### src/sv/rrbs_pkg.sv
`default_nettype none
package rrbs_pkg;

	localparam int OFF_BITS     = 31;
	localparam int ROW_BITS     = 16;
	localparam int LIMIT_BITS   = 63;
	localparam int GROWTH_BITS  = 2 * OFF_BITS;
	localparam int QUEUE_DEPTH  = 4;
	localparam int QPTR_BITS    = $clog2(QUEUE_DEPTH);
	localparam int QCNT_BITS    = QPTR_BITS + 1;
	localparam int CFG_IDX_BITS = 2;

	// configuration register indexes
	localparam logic [CFG_IDX_BITS-1:0] CFG_LIMIT    = 2'd0;
	localparam logic [CFG_IDX_BITS-1:0] CFG_SQUARE   = 2'd1;
	localparam logic [CFG_IDX_BITS-1:0] CFG_STRICT   = 2'd2;
	localparam logic [CFG_IDX_BITS-1:0] CFG_ABSOLUTE = 2'd3;

	typedef logic [1:0] err_t;

	localparam err_t ERR_NONE       = 2'd0;
	localparam err_t ERR_EMPTY      = 2'd1;
	localparam err_t ERR_FIRST_BIG  = 2'd2;
	localparam err_t ERR_DECREASING = 2'd3;

	typedef struct packed {
		logic [LIMIT_BITS-1:0] limit;
		logic                  square;
		logic                  strict;
		logic                  absolute;
	} rrbs_cfg_t;

	// one closed batch or error, as handed from front to back
	typedef struct packed {
		err_t                err;
		logic [ROW_BITS-1:0] row;
		logic [ROW_BITS-1:0] base_row;
		logic [OFF_BITS-1:0] end_off;
		logic [OFF_BITS-1:0] start_off;
		logic                done;
		logic                last_res;
	} rrbs_rec_t;

	// up to two records per decision, rec0 first
	typedef struct packed {
		logic      vld0;
		logic      vld1;
		rrbs_rec_t rec0;
		rrbs_rec_t rec1;
	} rrbs_push_t;

endpackage
`default_nettype wire

### src/sv/rrbs_queue.sv
`default_nettype none
module rrbs_queue import rrbs_pkg::*; (
	input  wire logic       clk,
	input  wire logic       arst_n,
	input  wire rrbs_push_t q_push,
	output logic            q_space,
	output logic            head_vld,
	output rrbs_rec_t       head,
	input  wire logic       head_pop
);

	rrbs_rec_t mem_q [QUEUE_DEPTH];

	logic [QPTR_BITS-1:0] wr_q, rd_q;
	logic [QCNT_BITS-1:0] cnt_q;
	logic [QCNT_BITS-1:0] n_wr;
	logic                 do_pop;

	assign q_space  = cnt_q <= QCNT_BITS'(QUEUE_DEPTH - 2);
	assign head_vld = cnt_q != '0;
	assign head     = mem_q[rd_q];
	assign do_pop   = head_pop && head_vld;
	assign n_wr     = QCNT_BITS'(q_push.vld0) + QCNT_BITS'(q_push.vld1);

	// pointers and fill count
	always_ff @(posedge clk or negedge arst_n) begin
		if (!arst_n) begin
			wr_q  <= '0;
			rd_q  <= '0;
			cnt_q <= '0;
		end else begin
			wr_q  <= wr_q + n_wr[QPTR_BITS-1:0];
			rd_q  <= rd_q + QPTR_BITS'(do_pop);
			cnt_q <= cnt_q + n_wr - QCNT_BITS'(do_pop);
		end
	end

	// up to two writes per cycle
	always_ff @(posedge clk) begin
		if (q_push.vld0) mem_q[wr_q] <= q_push.rec0;
		if (q_push.vld1) mem_q[wr_q + QPTR_BITS'(1)] <= q_push.rec1;
	end

endmodule
`default_nettype wire

### config.mk
export PLATFORM = sky130hd
export DESIGN_NAME = rrbs_queue
export DESIGN_NICKNAME = d
export VERILOG_FILES = /design/src/sv/rrbs_pkg.sv /design/src/sv/rrbs_queue.sv
export SDC_FILE = /design/constraint.sdc
export NUM_CORES = 1
export LEC_CHECK = 0
export BUFFER_PORTS_ARGS = -buffer_cell sky130_fd_sc_hd__buf_2
export CAP_MARGIN = 10
export CORE_MARGIN = 5
export CORE_UTILIZATION = 45
export DETAILED_ROUTE_END_ITERATION = 10
export PLACE_DENSITY = 0.66
export SLEW_MARGIN = 20
export SYNTH_ARGS = -nofsm -noshare
export SYNTH_HDL_FRONTEND = slang
export SYNTH_SLANG_ARGS = --single-unit
### constraint.sdc
create_clock -name clk -period 14.5 [get_ports clk]
set_input_delay 2.175 -clock clk [delete_from_list [all_inputs] [get_ports clk]]
set_output_delay 2.175 -clock clk [all_outputs]
set_load 0.01 [all_outputs]
# Word level (Yosys, flattened, before mapping)

Memory sizes are Yosys's and may differ from the RTL's.
Index checks and enable logic that the tools add are counted.

Add/subtract/negate cells: 6
Magnitude comparators: 1
Mux-type cells: 4
Reductions and logical operators: 2

Operators by type and width:

| kind                                                           | number |
|---|---|
| two-way mux 1 bit                                              | 4 |
| adder 3 x 2 -> 3 bit                                           | 1 |
| less-or-equal comparator 3 x 2 -> 1 bit, second input constant | 1 |
| nonzero test 3 bit                                             | 1 |
| subtractor 3 x 1 -> 3 bit                                      | 1 |
| adder 1 x 1 -> 2 bit                                           | 1 |
| adder 2 x 1 -> 2 bit                                           | 1 |
| adder 2 x 1 -> 2 bit, second input constant                    | 1 |
| adder 2 bit                                                    | 1 |
| logical AND 1 bit                                              | 1 |

Flip-flop bits (word level): 7
RAM bits: 392
Bits of input ports: 201
Output and inout bits: 100
Logic and storage cells: 17
Memories: 1

Memories:

| memory | depth | bits a word | read ports | clocked after memory_dff | wr ports | RTL line         | source |
|---|---|---|---|---|---|---|---|
| mem_q  | 4     | 98          | 1          | 0                        | 2        | rrbs_queue.sv:12 | `rrbs_rec_t mem_q [QUEUE_DEPTH];` |

# Longest topological paths before layout

Depth in word-level cells: 3
Mapped depth: 9
Gate-level depth less buffers: 9

# Least setup slack after synthesis

Ideal clock, no wire load.

Kind: input to register
Start: input q_push[197] (netlist name)
End: memory mem_q[2][0] (netlist name), enable pin
Arrival time: 9.099 ns
Data required time: 13.810 ns
Path slack: 4.711 ns
Cell stages on the path: 2
Buffers on the path: 0
Path through: nand2b_1 -> o21ai_0

RTL lines:

| item        | RTL line         | source |
|---|---|---|
| from (decl) | rrbs_queue.sv:5  | `input wire rrbs_push_t q_push,` |
| to (decl)   | rrbs_queue.sv:12 |  |

==> reports/qor.txt <==
TritonCTS clock tree - done
Port bufs - 300
Setup crit end kind - primary output
Arr. time, crit path - 3.07 ns
Slew Viols, Final - 0
Leakage Power - 8.047 nW
Crit path max fanout - 41
Die Wd - 216.7 um
Largest net degree at the start of global routing - 57
WL final - 44,900 um
Seq/Total Area, Yosys - 62.11%
Post-synth top cells - 392 x edfxtp_1, 380 x mux2_2, 98 x mux4_2, 46 x buf_2
Clock Path Buffers - 3
VDD IR max - 158.5 uV
Max-cap violations - 0
Number of placement rows - 75
Final setup TNS - 0 ns
CP Launch Type - register
R2R setup slack - 11.10 ns
Worst R2R Start - wr_q[1]$_DFF_PN0_
Resized Gates After CTS - 0
Top FF cell, synth - edfxtp_1
Final HPWL DP - 26,820 um
TritonRoute pass-1 iters - 5
Total Routing Usage GR - 19.05%
Post-CTS setup buffer count - 0
Total CTS buffers - 44
Syn Area/Cell - 19.49 um^2
Post-synth ARST share - 1.754%
RSZ-0062 raised after global routing - false
Fin. Hold Viols - 0
Synth warn - 0
Final Cycle Share - 36.20%
WHS - 0.4995 ns
Status - complete, no violations
Clock skew - 0.01244 ns
Reg clk slew, reported paths - 0.06 ns
Post-Syn Area - 19,230 um^2
End of the worst hold path - cnt_q[2]$_DFF_PN0_
Core ar. - 42,130 um^2
Synth Register Bits - 399
Area delta synth->final - 17.05%
Crit path time final - 5.248 ns
Clock Latency Late Sink - 0.56 ns
Met3 Usage GRT - 6.462%
Min-delay src - cnt_q[2]$_DFF_PN0_
R2r endpoint - mem_q[0][77]$_DFFE_PP_
WL/cell - 24.19 um
# clock sinks - 399
Vias - 10,364
EDFF count, synth - 392
Post-Synthesis Net Count - 1,195
Ranking of synthesized cells by area - edfxtp_1 61%, mux2_2 22%, mux4_2 11%, buf_2 1.2%, dfrtp_1 0.91%
Slew Limit Headroom - 35.13%
Root buffer cell - clkbuf_16
Initial drt markers - 621
Worst r2r path cells - 4
Measured slew at the worst slew-check pin - 0.9731 ns
Busiest metal layer after global routing - met2
GR Util met1 - 23.48%
Vias in the first global route - 11,230
# IOs - 301
Synth top area share - 61.20%
Pwr Total - 4.571 mW
Layout cell share with drive strength beyond 1 - 66.16%
Initial antenna violation count - 20
WS Path Type - register to primary output
Final ANT Viol Nets - 0
Filler cell count - 3,429
M2 GR Usage - 32.54%
Power per cell area - 203.0 nW/um^2
Die area - 46,980 um^2
Post-layout nets - 1,493
Setup violators final - 0
Avg Vias per Cell - 5.584
Fmax - 190.5 MHz
DRC viols - 0
Hold Path Depth - 1
Gpl congestion - 0.7184
Total congestion overflow - 0
Hold_buf cts - 0
Initial Util - 45.65%
First-pass GRT wire length - 68,810 um
Hold Path Class - register to register
Yosys top cell by area - edfxtp_1
Req. time, crit path - 12.32 ns
Die Ht - 216.7 um
Synth unique cells - 26
Most frequent cell after synthesis - edfxtp_1
Syn Inst Count - 987
H-Tree Depth - 2
registers in the layout, indices dropped and copies added, names as in the netlist:
signal  cells
cnt_q       3
wr_q        2
rd_q        2
mem_q     392
worst max-delay path by stage:
stage / start / end / slack, ns / cells after the start
final: rd_q[0]$_DFF_PN0_ / head[21] / 9.25 / 3
after CTS: rd_q[0]$_DFF_PN0_ / head[89] / 9.11 / 3
after global placement: q_push[196] / mem_q[0][78]$_DFFE_PP_ / 9.43 / 5
after floorplan: q_push[197] / mem_q[2][0]$_DFFE_PP_ / 4.71 / 2
after detailed placement: q_push[196] / mem_q[0][84]$_DFFE_PP_ / 9.41 / 5
after global routing: rd_q[0]$_DFF_PN0_ / head[21] / 8.99 / 3
area by class of cell:
cell class,instances,area [um^2],area share [%]
Antenna cell,5,12.51,0.05557
Clock buffer,54,1160,5.152
Clock inverter,19,122.6,0.5446
Inverter,7,26.28,0.1167
Multi-Input combinational cell,515,6928,30.77
Sequential cell,399,11950,53.10
Tap cell,539,674.4,2.995
Timing Repair Buffer,318,1637,7.269
kinds of logic after synthesis:
logic type	share of synthesized area, %
flops	62.11
xor+xnor	0.2277
buf+inv	2.134
fa+ha+maj	0.4944
compound gates	0.07804
mux	34.65
simple gates	0.3058
critical path, cell delays in order, from the launching register on:
cell and delay, ns:
dfrtp_4 0.86, buf_4 0.80, mux4_2 0.61, buf_2 0.17
routing by layer:
| layer | wire length [um] | vias to the layer above |
|---|---|---|
| met4 | 815 | 28 |
| met3 | 3747 | 76 |
| met1 | 17580 | 5288 |
| met5 | 170 | - |
| li1 | - | 4672 |
| met2 | 22590 | 300 |
cells in the final DEF, fill, tap and decap left out, drive strengths merged, types with 2 or more instances in the layout:
cell type and instances:
dfrtp 7, mux4 98, ha 6, clkinv 14, edfxtp 392, nand3b 2
clkbuf 54, buf 318, xor2 2, xnor2 3, inv 10, nor2 2
mux2 392, o21ai 2, diode 5
where the power goes:
part	leakage [nW]	internal, mW	total, mW	switching, mW
Combinational	3.67	0.778	1.65	0.876
Clock	0.627	0.582	1.02	0.438
Sequential	3.75	1.76	1.90	0.140
stage by stage:
stage	area (um^2)	cells	worst slack, ns	util [%]
2_1_floorplan	19230	987	4.711	-
3_3_place_gp	21220	1778	9.428	50.36
3_5_place_dp	21220	1778	9.411	50.36
4_1_cts	22500	1851	9.112	53.40
5_1_grt	22510	1853	8.986	53.42
6_report	22510	1856	9.252	53.43
No activity file was read; power rests on OpenSTA's default activity.
