File: config.mk
export PLATFORM = sky130hd
export DESIGN_NAME = rrbs_back
export DESIGN_NICKNAME = d
export VERILOG_FILES = /design/src/sv/rrbs_pkg.sv /design/src/sv/rrbs_back.sv
export SDC_FILE = /design/constraint.sdc
export NUM_CORES = 1
export LEC_CHECK = 0
export BUFFER_PORTS_ARGS = -buffer_cell sky130_fd_sc_hd__buf_2
export CAP_MARGIN = 10
export CORE_MARGIN = 2
export CORE_UTILIZATION = 45
export CTS_CLUSTER_DIAMETER = 30
export DETAILED_ROUTE_END_ITERATION = 10
export GPL_ROUTABILITY_DRIVEN = 0
export PLACE_DENSITY = 0.85
export SLEW_MARGIN = 20
export SYNTH_ARGS = -nofsm -noshare
export SYNTH_HDL_FRONTEND = slang
export SYNTH_SLANG_ARGS = --single-unit
export TNS_END_PERCENT = 1
File: constraint.sdc
create_clock -name clk -period 2.49 [get_ports clk]
set_input_delay 0.3735 -clock clk [delete_from_list [all_inputs] [get_ports clk]]
set_output_delay 0.3735 -clock clk [all_outputs]
set_load 0.01 [all_outputs]
File: src/sv/rrbs_pkg.sv
`default_nettype none
package rrbs_pkg;

	localparam int OFF_BITS     = 31;
	localparam int ROW_BITS     = 16;
	localparam int LIMIT_BITS   = 63;
	localparam int GROWTH_BITS  = 2 * OFF_BITS;
	localparam int QUEUE_DEPTH  = 4;
	localparam int QPTR_BITS    = $clog2(QUEUE_DEPTH);
	localparam int QCNT_BITS    = QPTR_BITS + 1;
	localparam int CFG_IDX_BITS = 2;

	// configuration register indexes
	localparam logic [CFG_IDX_BITS-1:0] CFG_LIMIT    = 2'd0;
	localparam logic [CFG_IDX_BITS-1:0] CFG_SQUARE   = 2'd1;
	localparam logic [CFG_IDX_BITS-1:0] CFG_STRICT   = 2'd2;
	localparam logic [CFG_IDX_BITS-1:0] CFG_ABSOLUTE = 2'd3;

	typedef logic [1:0] err_t;

	localparam err_t ERR_NONE       = 2'd0;
	localparam err_t ERR_EMPTY      = 2'd1;
	localparam err_t ERR_FIRST_BIG  = 2'd2;
	localparam err_t ERR_DECREASING = 2'd3;

	typedef struct packed {
		logic [LIMIT_BITS-1:0] limit;
		logic                  square;
		logic                  strict;
		logic                  absolute;
	} rrbs_cfg_t;

	// one closed batch or error, as handed from front to back
	typedef struct packed {
		err_t                err;
		logic [ROW_BITS-1:0] row;
		logic [ROW_BITS-1:0] base_row;
		logic [OFF_BITS-1:0] end_off;
		logic [OFF_BITS-1:0] start_off;
		logic                done;
		logic                last_res;
	} rrbs_rec_t;

	// up to two records per decision, rec0 first
	typedef struct packed {
		logic      vld0;
		logic      vld1;
		rrbs_rec_t rec0;
		rrbs_rec_t rec1;
	} rrbs_push_t;

endpackage
`default_nettype wire

File: src/sv/rrbs_back.sv
`default_nettype none
module rrbs_back import rrbs_pkg::*; (
	input  wire logic                 clk,
	input  wire logic                 arst_n,
	input  wire rrbs_cfg_t            cfg,
	input  wire logic                 head_vld,
	input  wire rrbs_rec_t            head,
	output logic                      head_pop,
	output logic                      empty,
	input  wire logic                 pop,
	output logic [ROW_BITS-1:0]       split_index,
	output logic [OFF_BITS-1:0]       element_count,
	output logic                      size_ok,
	output err_t                      error_code,
	output logic                      list_done,
	output logic                      last_result
);

	logic                out_vld_q;
	logic                load;
	logic [OFF_BITS-1:0] cnt;
	logic [ROW_BITS-1:0] idx;
	logic                ok;
	logic                is_err;

	assign empty    = !out_vld_q;
	assign load     = head_vld && (!out_vld_q || pop);
	assign head_pop = load;

	// result fields of one record
	assign is_err = head.err != ERR_NONE;
	assign cnt    = is_err ? {OFF_BITS{1'b0}} : head.end_off - head.start_off;
	assign idx    = (is_err || cfg.absolute) ? head.row : head.row - head.base_row;
	assign ok     = !is_err && (cnt != '0)
	                && (!cfg.strict || ({{(LIMIT_BITS-OFF_BITS){1'b0}}, cnt} <= cfg.limit));

	// output register valid
	always_ff @(posedge clk or negedge arst_n) begin
		if (!arst_n) begin
			out_vld_q <= 1'b0;
		end else if (load) begin
			out_vld_q <= 1'b1;
		end else if (pop) begin
			out_vld_q <= 1'b0;
		end
	end

	// output register payload
	always_ff @(posedge clk) begin
		if (load) begin
			split_index   <= idx;
			element_count <= cnt;
			size_ok       <= ok;
			error_code    <= head.err;
			list_done     <= head.done;
			last_result   <= head.last_res;
		end
	end

endmodule
`default_nettype wire

== Word level (Yosys, flattened, before mapping) ==
Index checks and enable logic that the tools add are counted.

* Add/sub/neg operators: 2
* Multipliers: 0
* Div/mod/pow operators: 0
* Order comparisons: 1
* Equality and inequality tests: 0
* Shifts and indexed selects: 0
* Muxes and demuxes: 4
* Bitwise logic cells: 0
* Reduce and logical (&&, ||, !) cells: 12

{| class="wikitable"
|+ Operators with widths
! cell !! count
|-
| $le A31 B63 Y1 || 1
|-
| $mux W31 || 1
|-
| $reduce_bool A31 Y1 || 1
|-
| $sub A31 B31 Y31 || 1
|-
| $mux W16 || 1
|-
| $sub A16 B16 Y16 || 1
|-
| $reduce_bool A2 Y1 || 2
|-
| $logic_and A1 B1 Y1 || 3
|-
| $logic_not A1 Y1 || 3
|-
| $logic_or A1 B1 Y1 || 3
|-
| $mux W1 || 2
|}

* Register bits: 53
* Latch bits: 0
* Memory bits (writable): 0
* Bits in read-only memories: 0
* Output and inout port bits: 54
* Logic and storage cells: 26
* Memories kept: 0

== Depth between registers and ports, before layout ==
* Word-level depth: 5
* Gate-level depth with buffers: 23
* Mapped depth without buffers: 23

== Worst setup path after synthesis ==
No wires, ideal clock.

* Path type: input port to flip-flop
* Start point: in head[10] in the netlist's numbering
* End point: reg size_ok, data pin
* Data arrival time: 4.434 ns
* Data required time: 2.359 ns
* Slack: -2.075 ns
* Cell stages on the path: 23
* Buffers on the path: 1
* Cell sequence: inv_1 > ha_1 > buf_6 > a21o_1 > or3_1 > a211o_1 > a21oi_4 > o21ai_0 > a221oi_1 > mux2i_1 > inv_1 > ha_1 > and3_1 > a221o_1 > a21oi_1 > nor2b_1 > o21ai_0 > nand2b_1 > a21oi_1 > o211ai_1 > a221oi_1 > o31a_1 > o31a_1

* Longest elaborated chain between the ends: 5
* Elaborated cells on any way between the ends: 7

{| class="wikitable"
|+ RTL lines
! what !! RTL line !! text
|-
| start: declaration || rrbs_back.sv:7 || <nowiki>input wire rrbs_rec_t head,</nowiki>
|-
| $sub A31 B31 Y31 * || rrbs_back.sv:32 || <nowiki>assign cnt = is_err ? {OFF_BITS{1'b0}} : head.end_off - head.start_off;</nowiki>
|-
| $mux W31 * || rrbs_back.sv:32 ||
|-
| named net cnt[17] || rrbs_back.sv:21 || <nowiki>logic [OFF_BITS-1:0] cnt;</nowiki>
|-
| $le A31 B63 Y1 / $reduce_bool A31 Y1 (equally long branches) || rrbs_back.sv:35, rrbs_back.sv:34 ||
|-
| $logic_or A1 B1 Y1 / $logic_and A1 B1 Y1 (equally long branches) || rrbs_back.sv:35, rrbs_back.sv:34 ||
|-
| $logic_and A1 B1 Y1 * || rrbs_back.sv:35 || <nowiki>&& (!cfg.strict || ({{(LIMIT_BITS-OFF_BITS){1'b0}}, cnt} <= cfg.limit));</nowiki>
|-
| named net ok || rrbs_back.sv:23 || <nowiki>logic ok;</nowiki>
|-
| end signal: assignment || rrbs_back.sv:53 || <nowiki>size_ok <= ok;</nowiki>
|-
| end: declaration || rrbs_back.sv:13 || <nowiki>output logic size_ok,</nowiki>
|}

The timed path passes the listed nets; every way through them passes the cells marked *.
A chain may end at the register's enable or synchronous reset.

== Final worst setup path ==
Same ends and word-level chain as after synthesis.

==> results.toml <==
[run_status]
outcome = "complete, but fails checks"
violations = "negative setup slack"

[clock_network]
clk_path_buf_depth = 2
htreeDepth = 2
cts_tree = "done"
path_clk_slew_ns = 0.07
numCtsBuffers = 5
cts-root-buf = "clkbuf_16"
worst_skew_pair.late_latency_ns = 0.29
cts_sinks = 53

[route]
finalWirelength_um = 18900
firstDrtPassIters = 5
wl_per_cell_um = 16.5
drt_iter0_markers = 466
drc = 0
ant_nets = 0
dr_total_vias = 6255
vias_per_cell = 5.44

[worst_setup_path]
setup.worst_path.start_class = "input pin"
crit_type = "in2reg"
end_kind = "register"
cp_max_fo = 2
required_ns = 2.53
worstPathArrival_ns = 4.49

[cells_and_area]
layout_commonest_cell = "buf_2"
final_area_um2 = 8430
final_cell_mix = "buf_2, buf_4, inv_1, ha_1, edfxtp_1"
fin_nets = 1250
nFillCells = 856
drive_gt1_share_pct = 46.0
multiInputGateArea_um2 = 3670
syn_to_final_growth_pct = 56.6
fin_util_pct = 72.9
regArea_um2 = 1590

[die]
rows = 39
num_io_pins = 222
die_area_um2 = 12900
initial_core_util_pct = 46.5
die_h_um = 113
fp.coreArea_um2 = 11600
die_x_um = 113

[logic_synthesis]
postSynthCellCount = 613
synth_nets = 859
ys.warnings.count = 0
postSynthAreaPerCell_um2 = 8.78
synth_area_leaders = "edfxtp_1, ha_1, inv_1"
synth_top_area_share_pct = 29.0
ys_seq_elements = 53
synth_cell_types = 64
synthFlopType = "edfxtp_1"
synthArstFlopShare_pct = 1.89
synth-edff-count = 52
netlist_area_um2 = 5380
ys_seq_area_share_pct = 29.5
synth_top_cell_by_area = "edfxtp_1"

[job]
cap_violations = 0

[global_routing]
grt_max_degree = 34
grt_pass1_vias = 6392
gr-usage-all-layers_pct = 27.3
antenna_found_initial = 1
grt-ovfl-total = 0
grt_pass1_wl_um = 28600

[power]
switchingPower_w = 0.00114
seqPwrFrac_pct = 30.4
peakVddDrop_mv = 0.314
power_w = 0.00354
p_leak_nw = 4.44
power_density_nw_per_um2 = 420
power_frac_clock_pct = 23.5
p_sw_share_pct = 32.2
p_int_w = 0.00240
combPwrFrac_pct = 46.1

[placement]
place_area_um2 = 7830
dp_hpwl_um = 14400
port_buffers = 220

[sta]
drv_slew = 0
finalSetupViolCount = 12
hold_viol = 0
timing.fmax_mhz = 225
rsz0062_at_grt = "yes"
worst_slack_ns = -1.96
period_share_pct = 179
fin_crit_ns = 4.45
hold_ws_ns = 0.269
slew_headroom_pct = 66.4
final.setup_skew_ns = 0.00577
worstMarginPinSlew_ns = 0.503
fin_setup_tns_ns = -4.09

[min_path]
hold_path.class = "in2reg"
## sequential cells by signal (all words and copies together) (netlist names)
signal and flops:
element_count 31, out_vld_q 1, error_code 2, last_result 1, size_ok 1, split_index 16
list_done 1
## cells by family after synthesis
kind of cell,share of synthesized area (%)
compound gates,20.3
xor+xnor,4.39
flops,29.5
mux,1.37
simple gates,18.3
fa+ha+maj,18.4
buf+inv,7.72
## final timing paths
path | from | to | slack [ns] | cells past startpoint
max | head[10] | size_ok$_DFFE_PP_ | -1.96 | 20
min | head[1] | list_done$_DFFE_PP_ | 0.27 | 1
max reg2reg | out_vld_q$_DFFE_PN0P_ | element_count[30]$_DFFE_PP_ | 1.02 | 3
min reg2reg | out_vld_q$_DFFE_PN0P_ | out_vld_q$_DFFE_PN0P_ | 0.52 | 2
max in group asynchronous | arst_n | out_vld_q$_DFFE_PN0P_ | 2.02 | 2
min in group asynchronous | arst_n | out_vld_q$_DFFE_PN0P_ | 0.38 | 2
## critical path, stage by stage
cell and delay, ns:
buf_8 0.08, clkinv_4 0.04, ha_4 0.21, a21o_1 0.16
or3_1 0.35, a211o_1 0.30, a21oi_4 0.19, o21ai_2 0.10
a221oi_2 0.30, mux2i_1 0.30, inv_1 0.14, ha_4 0.30
and3_4 0.19, buf_4 0.11, nand4_1 0.12, or3_1 0.43
o211ai_1 0.31, a221oi_2 0.10, o31a_1 0.26, o31a_1 0.11
## final cells by class
class	count	area share (%)
Antenna cell	1	0.0297
Clock buffer	7	1.69
Clock inverter	1	0.356
Inverter	95	4.32
Multi-Input combinational cell	454	43.5
Sequential cell	53	18.8
Tap cell	143	2.12
Timing Repair Buffer	395	29.2
## Yosys cell counts, types with 4 or more instances
library cell and number:
and2_1 13, inv_1 95, nand2b_1 7, nor3b_1 6, or3_1 9, nor3_1 12
xor2_1 13, o31a_1 5, a21oi_1 30, clkbuf_1 6, edfxtp_1 52, o21ai_0 35
nand2_1 33, a21o_1 19, a31oi_1 7, nor4_1 10, or2_2 5, o21a_1 11
o2111ai_1 6, mux2i_1 4, ha_1 76, nor2_1 33, o31ai_1 7, nand4_1 13
nand3_1 12, and3_1 6, xnor2_1 14, nor2b_1 12, o211ai_1 5
## metrics by stage
stage               worst slack [ns]  cells
CTS                            -1.83   1146
floorplan                      -1.80    613
global placement               -1.91   1123
detailed placement             -2.22   1123
global route                   -2.06   1149
finish                         -1.96   1149
## routing by layer
metal / part of all wire, % / global-route usage (%) / up-vias
li1: - / - / 3024
met1: 39 / 31.6 / 2859
met2: 50 / 50.1 / 297
met3: 6.7 / 3.83 / 75
met4: 4.7 / 11.9 / 0
met5: 0 / 0 / -
## power groups by stage
stage,registers (W),clock network (W),logic [W]
2_1_floorplan,0.00112,0,0.000694
3_3_place_gp,0.00109,0,0.00140
3_5_place_dp,0.00109,0,0.00145
4_1_cts,0.00107,0.000838,0.00152
5_1_grt,0.00108,0.000876,0.00177
6_report,0.00108,0.000832,0.00163
## what timing repair did
action | in CTS | in global routing
pin swaps | 27 | 37
buffers inserted | 14 | 4
setup endpoints to repair | 17 | 18
hold buffers | 1 | 0
resized for setup | 36 | 36
endpoints found under the hold margin | 1 | 0
Note: power is estimated with default switching activity, not from simulation.
