[config.mk]
export PLATFORM = sky130hd
export DESIGN_NAME = rrbs_front
export DESIGN_NICKNAME = d
export VERILOG_FILES = /design/src/sv/rrbs_pkg.sv /design/src/sv/rrbs_front.sv
export SDC_FILE = /design/constraint.sdc
export NUM_CORES = 2
export LEC_CHECK = 0
export ABC_CLOCK_PERIOD_IN_PS = 29700
export BUFFER_PORTS_ARGS = -buffer_cell sky130_fd_sc_hd__buf_4
export CORE_MARGIN = 2
export CORE_UTILIZATION = 45
export CTS_CLUSTER_SIZE = 8
export DETAILED_ROUTE_END_ITERATION = 8
export HOLD_SLACK_MARGIN = 0.1
export PLACE_DENSITY = 0.63
export SYNTH_ARGS = -nofsm -noshare
export SYNTH_HDL_FRONTEND = slang
export SYNTH_SLANG_ARGS = --single-unit
[constraint.sdc]
create_clock -name clk -period 29.7 [get_ports clk]
set_input_delay 1.485 -clock clk [delete_from_list [all_inputs] [get_ports clk]]
set_output_delay 1.485 -clock clk [all_outputs]
set_load 0.01 [all_outputs]
[src/sv/rrbs_pkg.sv]
`default_nettype none
package rrbs_pkg;

	localparam int OFF_BITS     = 31;
	localparam int ROW_BITS     = 16;
	localparam int LIMIT_BITS   = 63;
	localparam int GROWTH_BITS  = 2 * OFF_BITS;
	localparam int QUEUE_DEPTH  = 4;
	localparam int QPTR_BITS    = $clog2(QUEUE_DEPTH);
	localparam int QCNT_BITS    = QPTR_BITS + 1;
	localparam int CFG_IDX_BITS = 2;

	// configuration register indexes
	localparam logic [CFG_IDX_BITS-1:0] CFG_LIMIT    = 2'd0;
	localparam logic [CFG_IDX_BITS-1:0] CFG_SQUARE   = 2'd1;
	localparam logic [CFG_IDX_BITS-1:0] CFG_STRICT   = 2'd2;
	localparam logic [CFG_IDX_BITS-1:0] CFG_ABSOLUTE = 2'd3;

	typedef logic [1:0] err_t;

	localparam err_t ERR_NONE       = 2'd0;
	localparam err_t ERR_EMPTY      = 2'd1;
	localparam err_t ERR_FIRST_BIG  = 2'd2;
	localparam err_t ERR_DECREASING = 2'd3;

	typedef struct packed {
		logic [LIMIT_BITS-1:0] limit;
		logic                  square;
		logic                  strict;
		logic                  absolute;
	} rrbs_cfg_t;

	// one closed batch or error, as handed from front to back
	typedef struct packed {
		err_t                err;
		logic [ROW_BITS-1:0] row;
		logic [ROW_BITS-1:0] base_row;
		logic [OFF_BITS-1:0] end_off;
		logic [OFF_BITS-1:0] start_off;
		logic                done;
		logic                last_res;
	} rrbs_rec_t;

	// up to two records per decision, rec0 first
	typedef struct packed {
		logic      vld0;
		logic      vld1;
		rrbs_rec_t rec0;
		rrbs_rec_t rec1;
	} rrbs_push_t;

endpackage
`default_nettype wire

[src/sv/rrbs_front.sv]
`default_nettype none
module rrbs_front import rrbs_pkg::*; (
	input  wire logic                clk,
	input  wire logic                arst_n,
	input  wire rrbs_cfg_t           cfg,
	input  wire logic                push,
	input  wire logic [OFF_BITS-1:0] row_offset,
	input  wire logic                last_offset,
	output logic                     full,
	input  wire logic                q_space,
	output rrbs_push_t               q_push
);

	localparam logic [1:0] ST_IDLE   = 2'd0;
	localparam logic [1:0] ST_CALC   = 2'd1;
	localparam logic [1:0] ST_DECIDE = 2'd2;

	logic [1:0] st_q;

	// captured item
	logic [OFF_BITS-1:0] s_q;
	logic                last_q;

	// list state
	logic [OFF_BITS-1:0] bso_q;
	logic [ROW_BITS-1:0] bsr_q;
	logic [OFF_BITS-1:0] prev_q;
	logic [ROW_BITS-1:0] row_q;
	logic                hold_q;
	logic                start_q;
	logic                first_q;

	// growth values from the calc cycle
	logic [GROWTH_BITS-1:0] gn_q;
	logic [GROWTH_BITS-1:0] gp_q;

	logic [OFF_BITS-1:0]    dn, dp;
	logic [GROWTH_BITS-1:0] sq_n, sq_p;

	logic go, accept;

	logic [OFF_BITS-1:0] nxt_bso, nxt_prev;
	logic [ROW_BITS-1:0] nxt_bsr, nxt_row;
	logic                nxt_hold, nxt_start, nxt_first;

	logic                gn_gt, gn_eq, gp_ge, decr, n_one;
	logic [ROW_BITS-1:0] n_rows, row_m1;
	rrbs_rec_t           err_rec;

	assign go     = (st_q == ST_DECIDE) && q_space;
	assign full   = !((st_q == ST_IDLE) || go);
	assign accept = push && !full;

	// offset differences and their growth
	assign dn   = s_q - (first_q ? {OFF_BITS{1'b0}} : bso_q);
	assign dp   = s_q - prev_q;
	assign sq_n = GROWTH_BITS'(dn) * GROWTH_BITS'(dn);
	assign sq_p = GROWTH_BITS'(dp) * GROWTH_BITS'(dp);

	// compares used by the decision
	assign gn_gt  = {1'b0, gn_q} > cfg.limit;
	assign gn_eq  = {1'b0, gn_q} == cfg.limit;
	assign gp_ge  = {1'b0, gp_q} >= cfg.limit;
	assign decr   = s_q < prev_q;
	assign n_rows = row_q - bsr_q;
	assign n_one  = n_rows == ROW_BITS'(1);
	assign row_m1 = row_q - ROW_BITS'(1);

	// decision: next list state and records to queue
	always_comb begin
		nxt_bso   = bso_q;
		nxt_bsr   = bsr_q;
		nxt_prev  = prev_q;
		nxt_row   = row_q;
		nxt_hold  = hold_q;
		nxt_start = start_q;
		nxt_first = first_q;
		q_push    = '0;

		err_rec          = '0;
		err_rec.row      = row_q;
		err_rec.done     = last_q;
		err_rec.last_res = 1'b1;

		priority if (hold_q) begin
			// swallow items until the list ends
		end else if (start_q) begin
			priority if (gn_gt) begin
				q_push.vld0     = 1'b1;
				q_push.rec0     = err_rec;
				q_push.rec0.err = ERR_FIRST_BIG;
				nxt_hold        = 1'b1;
			end else if (gn_eq || last_q) begin
				q_push.vld0     = 1'b1;
				q_push.rec0     = err_rec;
				q_push.rec0.err = ERR_EMPTY;
				nxt_hold        = 1'b1;
			end else begin
				nxt_start = 1'b0;
				nxt_first = 1'b1;
				nxt_bso   = s_q;
				nxt_bsr   = '0;
				nxt_prev  = s_q;
				nxt_row   = ROW_BITS'(1);
			end
		end else if (decr) begin
			q_push.vld0     = 1'b1;
			q_push.rec0     = err_rec;
			q_push.rec0.err = ERR_DECREASING;
			nxt_hold        = 1'b1;
		end else begin
			if (gn_gt && !n_one) begin
				// close at the previous row, maybe the current row too
				q_push.vld0           = 1'b1;
				q_push.rec0.err       = ERR_NONE;
				q_push.rec0.row       = row_m1;
				q_push.rec0.base_row  = bsr_q;
				q_push.rec0.end_off   = prev_q;
				q_push.rec0.start_off = bso_q;
				nxt_bso               = prev_q;
				nxt_bsr               = row_m1;
				nxt_first             = 1'b0;
				if (gp_ge || last_q) begin
					q_push.vld1           = 1'b1;
					q_push.rec1.err       = ERR_NONE;
					q_push.rec1.row       = row_q;
					q_push.rec1.base_row  = row_m1;
					q_push.rec1.end_off   = s_q;
					q_push.rec1.start_off = prev_q;
					q_push.rec1.done      = last_q;
					q_push.rec1.last_res  = 1'b1;
					nxt_bso               = s_q;
					nxt_bsr               = row_q;
				end else begin
					q_push.rec0.done     = last_q;
					q_push.rec0.last_res = 1'b1;
				end
			end else if (gn_eq || last_q || gn_gt) begin
				q_push.vld0           = 1'b1;
				q_push.rec0.err       = ERR_NONE;
				q_push.rec0.row       = row_q;
				q_push.rec0.base_row  = bsr_q;
				q_push.rec0.end_off   = s_q;
				q_push.rec0.start_off = bso_q;
				q_push.rec0.done      = last_q;
				q_push.rec0.last_res  = 1'b1;
				nxt_bso               = s_q;
				nxt_bsr               = row_q;
				nxt_first             = 1'b0;
			end
			nxt_prev = s_q;
			nxt_row  = row_q + ROW_BITS'(1);
		end

		// list end returns all list state to reset values
		if (last_q) begin
			nxt_bso   = '0;
			nxt_bsr   = '0;
			nxt_prev  = '0;
			nxt_row   = '0;
			nxt_hold  = 1'b0;
			nxt_start = 1'b1;
			nxt_first = 1'b1;
		end

		if (!go) begin
			q_push.vld0 = 1'b0;
			q_push.vld1 = 1'b0;
		end
	end

	// control sequence: capture, calc, decide
	always_ff @(posedge clk or negedge arst_n) begin
		if (!arst_n) begin
			st_q <= ST_IDLE;
		end else begin
			unique case (st_q)
				ST_IDLE: begin
					if (accept) st_q <= ST_CALC;
				end
				ST_CALC: begin
					st_q <= ST_DECIDE;
				end
				ST_DECIDE: begin
					if (go) st_q <= accept ? ST_CALC : ST_IDLE;
				end
				default: begin
					st_q <= ST_IDLE;
				end
			endcase
		end
	end

	// list state update on a decision
	always_ff @(posedge clk or negedge arst_n) begin
		if (!arst_n) begin
			bso_q   <= '0;
			bsr_q   <= '0;
			prev_q  <= '0;
			row_q   <= '0;
			hold_q  <= 1'b0;
			start_q <= 1'b1;
			first_q <= 1'b1;
		end else if (go) begin
			bso_q   <= nxt_bso;
			bsr_q   <= nxt_bsr;
			prev_q  <= nxt_prev;
			row_q   <= nxt_row;
			hold_q  <= nxt_hold;
			start_q <= nxt_start;
			first_q <= nxt_first;
		end
	end

	// input capture
	always_ff @(posedge clk) begin
		if (accept) begin
			s_q    <= row_offset;
			last_q <= last_offset;
		end
	end

	// growth registers
	always_ff @(posedge clk) begin
		if (st_q == ST_CALC) begin
			gn_q <= cfg.square ? sq_n : GROWTH_BITS'(dn);
			gp_q <= cfg.square ? sq_p : GROWTH_BITS'(dp);
		end
	end

endmodule
`default_nettype wire

# Word-level counts from Yosys, hierarchy flattened
# Index checks and enable logic that the tools add are counted.
# totals
ff_bits	255
input_bits	102
out_inout_bits	199
wordCells	122
# classes
n_addsub	5
n_mul	2
order_cmp	3
eq_ne	10
muxes	73
reduce_logical	15
# ops
cell	count
$mux W98	6
$mux W31	16
$mux W96	3
$mux W16	15
$mux W198	1
$mul A31 B31 Y62	2
$mux W97	1
$eq A62 B63 Y1	1
$ge A62 B63 Y1	1
$gt A62 B63 Y1	1
$sub A31 B31 Y31	2
$lt A31 B31 Y1	1
$mux W1	26
$add A16 B1 Y16 const B	1
$eq A16 B1 Y1 const B	1
$sub A16 B1 Y16 const B	1
$sub A16 B16 Y16	1
$ne A3 B3 Y1 const B	3
$mux W2	4
$ne A2 B2 Y1 const B	3
$pmux W2 S3	1
$reduce_and A6 Y1	1
$reduce_and A5 Y1	1
$logic_or A1 B1 Y1	4
7 further kinds	11

# Longest topological paths before layout
# logic_depth
word_depth	9
mapped_depth	44
ltp_nobuf	42

# Worst setup path before layout
# OpenSTA, ideal clock, no wires.
# synth_path
path_type	register to register
from	reg first_q
to	reg gn_q[61] (data pin)
setup_ns	0.140
arrival_ns	9.964
t_required_ns	29.560
path_slack_ns	19.596
path_stages_with_launch	41
n_path_buf	3
period_less_slack_ns	10.104
cell_sequence	dfstp_2 clkbuf_1 nand2b_1 ha_1 clkbuf_1 o211ai_1 a211oi_1 o2111a_1 nor3_1 o21ai_1 a21oi_1 o21ai_1 a21o_1 a31o_2 xnor2_1 clkbuf_1 nor2_1 fa_1 (+5 left out) fa_1 inv_1 fa_1 fa_1 fa_1 inv_1 fa_1 inv_1 ha_1 a2111oi_0 o2bb2ai_1 a21oi_1 nor4_1 a21o_1 o21ai_0 a31oi_1 xnor3_1 nor2_1
# synth_via
elab_chain_len	3
# synth_lines
item	line_no	source
start, declared	rrbs_front.sv:31	logic first_q;
start signal, assigned	rrbs_front.sv:211	first_q <= nxt_first;
$mux W31	rrbs_front.sv:55	assign dn = s_q - (first_q ? {OFF_BITS{1'b0}} : bso_q);
$sub A31 B31 Y31	rrbs_front.sv:55	
$mul A31 B31 Y62	rrbs_front.sv:57	assign sq_n = GROWTH_BITS'(dn) * GROWTH_BITS'(dn);
end signal, assigned	rrbs_front.sv:226	gn_q <= cfg.square ? sq_n : GROWTH_BITS'(dn);
end, declared	rrbs_front.sv:34	logic [GROWTH_BITS-1:0] gn_q;
# No other way between the ends.
# A chain may end at the register's enable or synchronous reset.

# Final worst setup path
# layout_path
from	reg first_q
to	reg gn_q[60] (data pin)
# The elaborated chain is that of the path after synthesis.

==> results by group <==
Critical path
  • Setup crit end kind: register
  • CP dominant cell by count: fa_1
  • Critical Path RT: 30000 ps
  • End of the worst register-to-register path: gn_q[60]
  • Crit Path Max Fanout: 32
  • Worst path max stage delay: roughly 850 ps
  • Startpoint Class: register
  • CP arrival: 13050 ps
  • R2R Path Start: first_q
  • Setup CP Type: register to register
  • FF-to-FF setup slack: ~17000 ps
  • R2r worst-path depth: 36
  • Crit-path slowest cell: dfstp_2

Synthesis
  • Post-Synthesis Cells: 8071
  • Asr flop ratio synth: 38.8%
  • Synth top area share: approximately 42%
  • Library cells used by synthesis: 86
  • Synth area leader: fa_1
  • Area contributors post-synth: fa_1 (42%), ha_1 (12%), inv_1 (10%)
  • Main synth FF type: edfxtp_1
  • Sequential fraction of the synthesis area: 9.90%
  • Synth Register Bits: 255
  • Synth Cell Area: about 72000 sq um
  • Number of flops mapped to enable cells by yosys: about 160
  • Avg Cell Area, Syn: around 9.0 sq um
  • Yosys Warn Count: 0

STA
  • Worst hold slack: 479 ps
  • Setup TNS: 0 ps
  • Tmin final: 12750 ps
  • Max Clk Rate: about 78 MHz
  • RSZ-0062 raised after global routing: false
  • Endpoints failing setup: 0
  • Period utilisation layout: 42.9%
  • Clk_skew: 34.9 ps
  • Fin. max-slew vios: 0
  • Slew headroom: ~17%
  • Final Hold Vio Count: 0
  • Worst Max-Slew Pin Slew: between 1000 and 1500 ps

Job
  • Max cap viols: 0

Clock network
  • H-tree depth: 2
  • Total CTS buffers: 40
  • Post-CTS Setup Bufs: 0
  • Clock Tree Buf Depth: 3
  • Clock Pin Slew Worst Setup and Hold Paths: around 60 ps
  • CTS tree: done
  • CTS root buf: clkbuf_16
  • Post-cts resize count: 0
  • Sink Count: 255
  • Hold_buf cts: 0
  • Clk_lat worst skew: 580 ps

Detailed routing
  • DRC viols: 0
  • Routed Antenna Nets: 0
  • DRT Pass-1 Iters: 6
  • Total number of vias: between 50000 and 60000
  • Routed len/inst: 22.6 um
  • Via density: between 5 and 6
  • Routed wire length: 236000 um
  • 1st-iter DRT viols: 5045

Die
  • Die Wd: 405 um
  • # IOs: 301
  • Die ar.: 164000 sq um
  • Die height: 405 um
  • Core area: 160000 sq um
  • Initial Utilization: 45.2%
  • # rows: 147

Hold path
  • Hold Path Origin: bsr_q[2]
  • Hold endpoint: bsr_q[2]
  • Worst Hold Class: register to register
  • Hold path depth: 2

Finish
  • Most frequent cells in the layout: inv_1 (1965), fa_1 (1501), nand2_1 (876)
  • Area growth from synthesis to layout: 8.82%
  • Final cell count without fillers: 10400
  • Finished Core Util: 49.1%
  • Fillers: about 15000
  • Layout cell share with drive strength beyond 1: 7.02%
  • Final #Nets: 10500
  • Most common cell after layout, fill and taps aside: inv_1

Place
  • Dpl hpwl: 189000 um
  • Final GP Congestion: 0.971
  • Port Buf Inserts: between 200 and 300
  • Inst Count DP: between 10000 and 15000

Status
  • Outcome: completed

Global route
  • Initial antenna violation count: 7
  • Grt total ovfl: 0
  • First-pass GRT wire length: 363000 um
  • Gr usage total: between 20 and 30%
  • Largest net degree at the start of global routing: 99
  • Vias in the first global route: around 60000
## metal layers
layer | global-route usage [%] | vias up | share of wire, %
met5 | 0 | - | 0.014
met1 | 39.9 | 28700 | 41
met4 | 10.6 | 6 | 4.3
met3 | 6.78 | 489 | 10
met2 | 46.3 | 2461 | 45
li1 | - | 24900 | -
## logic make-up (layout without fill, tap and decap cells)
| kind of cell | count (synthesis) | count (layout) | synth area share [%] |
|---|---|---|---|
| buf+inv | 2308 | 2480 | 12.0 |
| fa+ha+maj | 2218 | 2218 | 53.9 |
| simple gates | 2040 | 2040 | 12.4 |
| compound gates | 982 | 982 | 8.42 |
| flops | 255 | 255 | 9.90 |
| xor+xnor | 226 | 226 | 2.77 |
| mux | 41 | 41 | 0.571 |
| other cells | 1 | 10 | 0.00518 |
## cell usage after synthesis, drive strengths merged (31+ instances only)
cell,count
a21o,170
dfrtp,97
nand4,64
o21ai,286
xor2,95
and3,113
mux2i,39
a21oi,258
nor2,628
nand2b,69
ha,717
fa,1501
and2,75
nand2,876
nor2b,35
nor3,52
o21a,41
edfxtp,156
inv,1972
nand3,53
a31oi,31
clkbuf,297
xnor2,129
## final cells by class
cell class	count	area (sq um)	share of cell area [%]
Antenna cell	4	10.0	0.0127
Clock buffer	57	1070	1.37
Clock inverter	7	100	0.127
Inverter	1987	7460	9.47
Multi-Input combinational cell	5513	57000	72.4
Sequential cell	255	7160	9.10
Tap cell	2160	2700	3.43
Timing Repair Buffer	429	3220	4.09
## sequential cells by signal (all words and copies together), names as in the netlist
name     flops
bso_q       31
bsr_q       16
first_q      1
gn_q        62
gp_q        62
hold_q       1
last_q       1
prev_q      31
row_q       16
s_q         31
st_q         2
start_q      1
## metrics by stage
step	setup slack [ps]	area (sq um)
after floorplan	19600	72400
after global placement	17280	77600
after detailed placement	17200	77600
after CTS	17120	78700
after global routing	16430	78700
final	16950	78700
## critical path: cells and delay by family, from the launching register on
kind / cells / cell delay, ps
AOI/OAI and AO/OA: 16 / 4180
xor gates and xnor gates: 2 / 330
adders and majority gates: 10 / 4800
buffers and inverters: 4 / 940
DFF: 1 / 850
and+or+nand+nor: 4 / 1290
## worst max-delay path by stage
| stage | to | start | slack [ps] |
|---|---|---|---|
| floorplan | gn_q[61] | first_q | 19600 |
| global placement | gn_q[60] | first_q | 17280 |
| detailed placement | gn_q[60] | first_q | 17200 |
| CTS | gn_q[60] | first_q | 17120 |
| global route | gn_q[60] | first_q | 16430 |
| finish | gn_q[60] | first_q | 16950 |
Power is not shown: default switching activity piles up to over one toggle a cycle in this logic, so the estimate is an artifact.
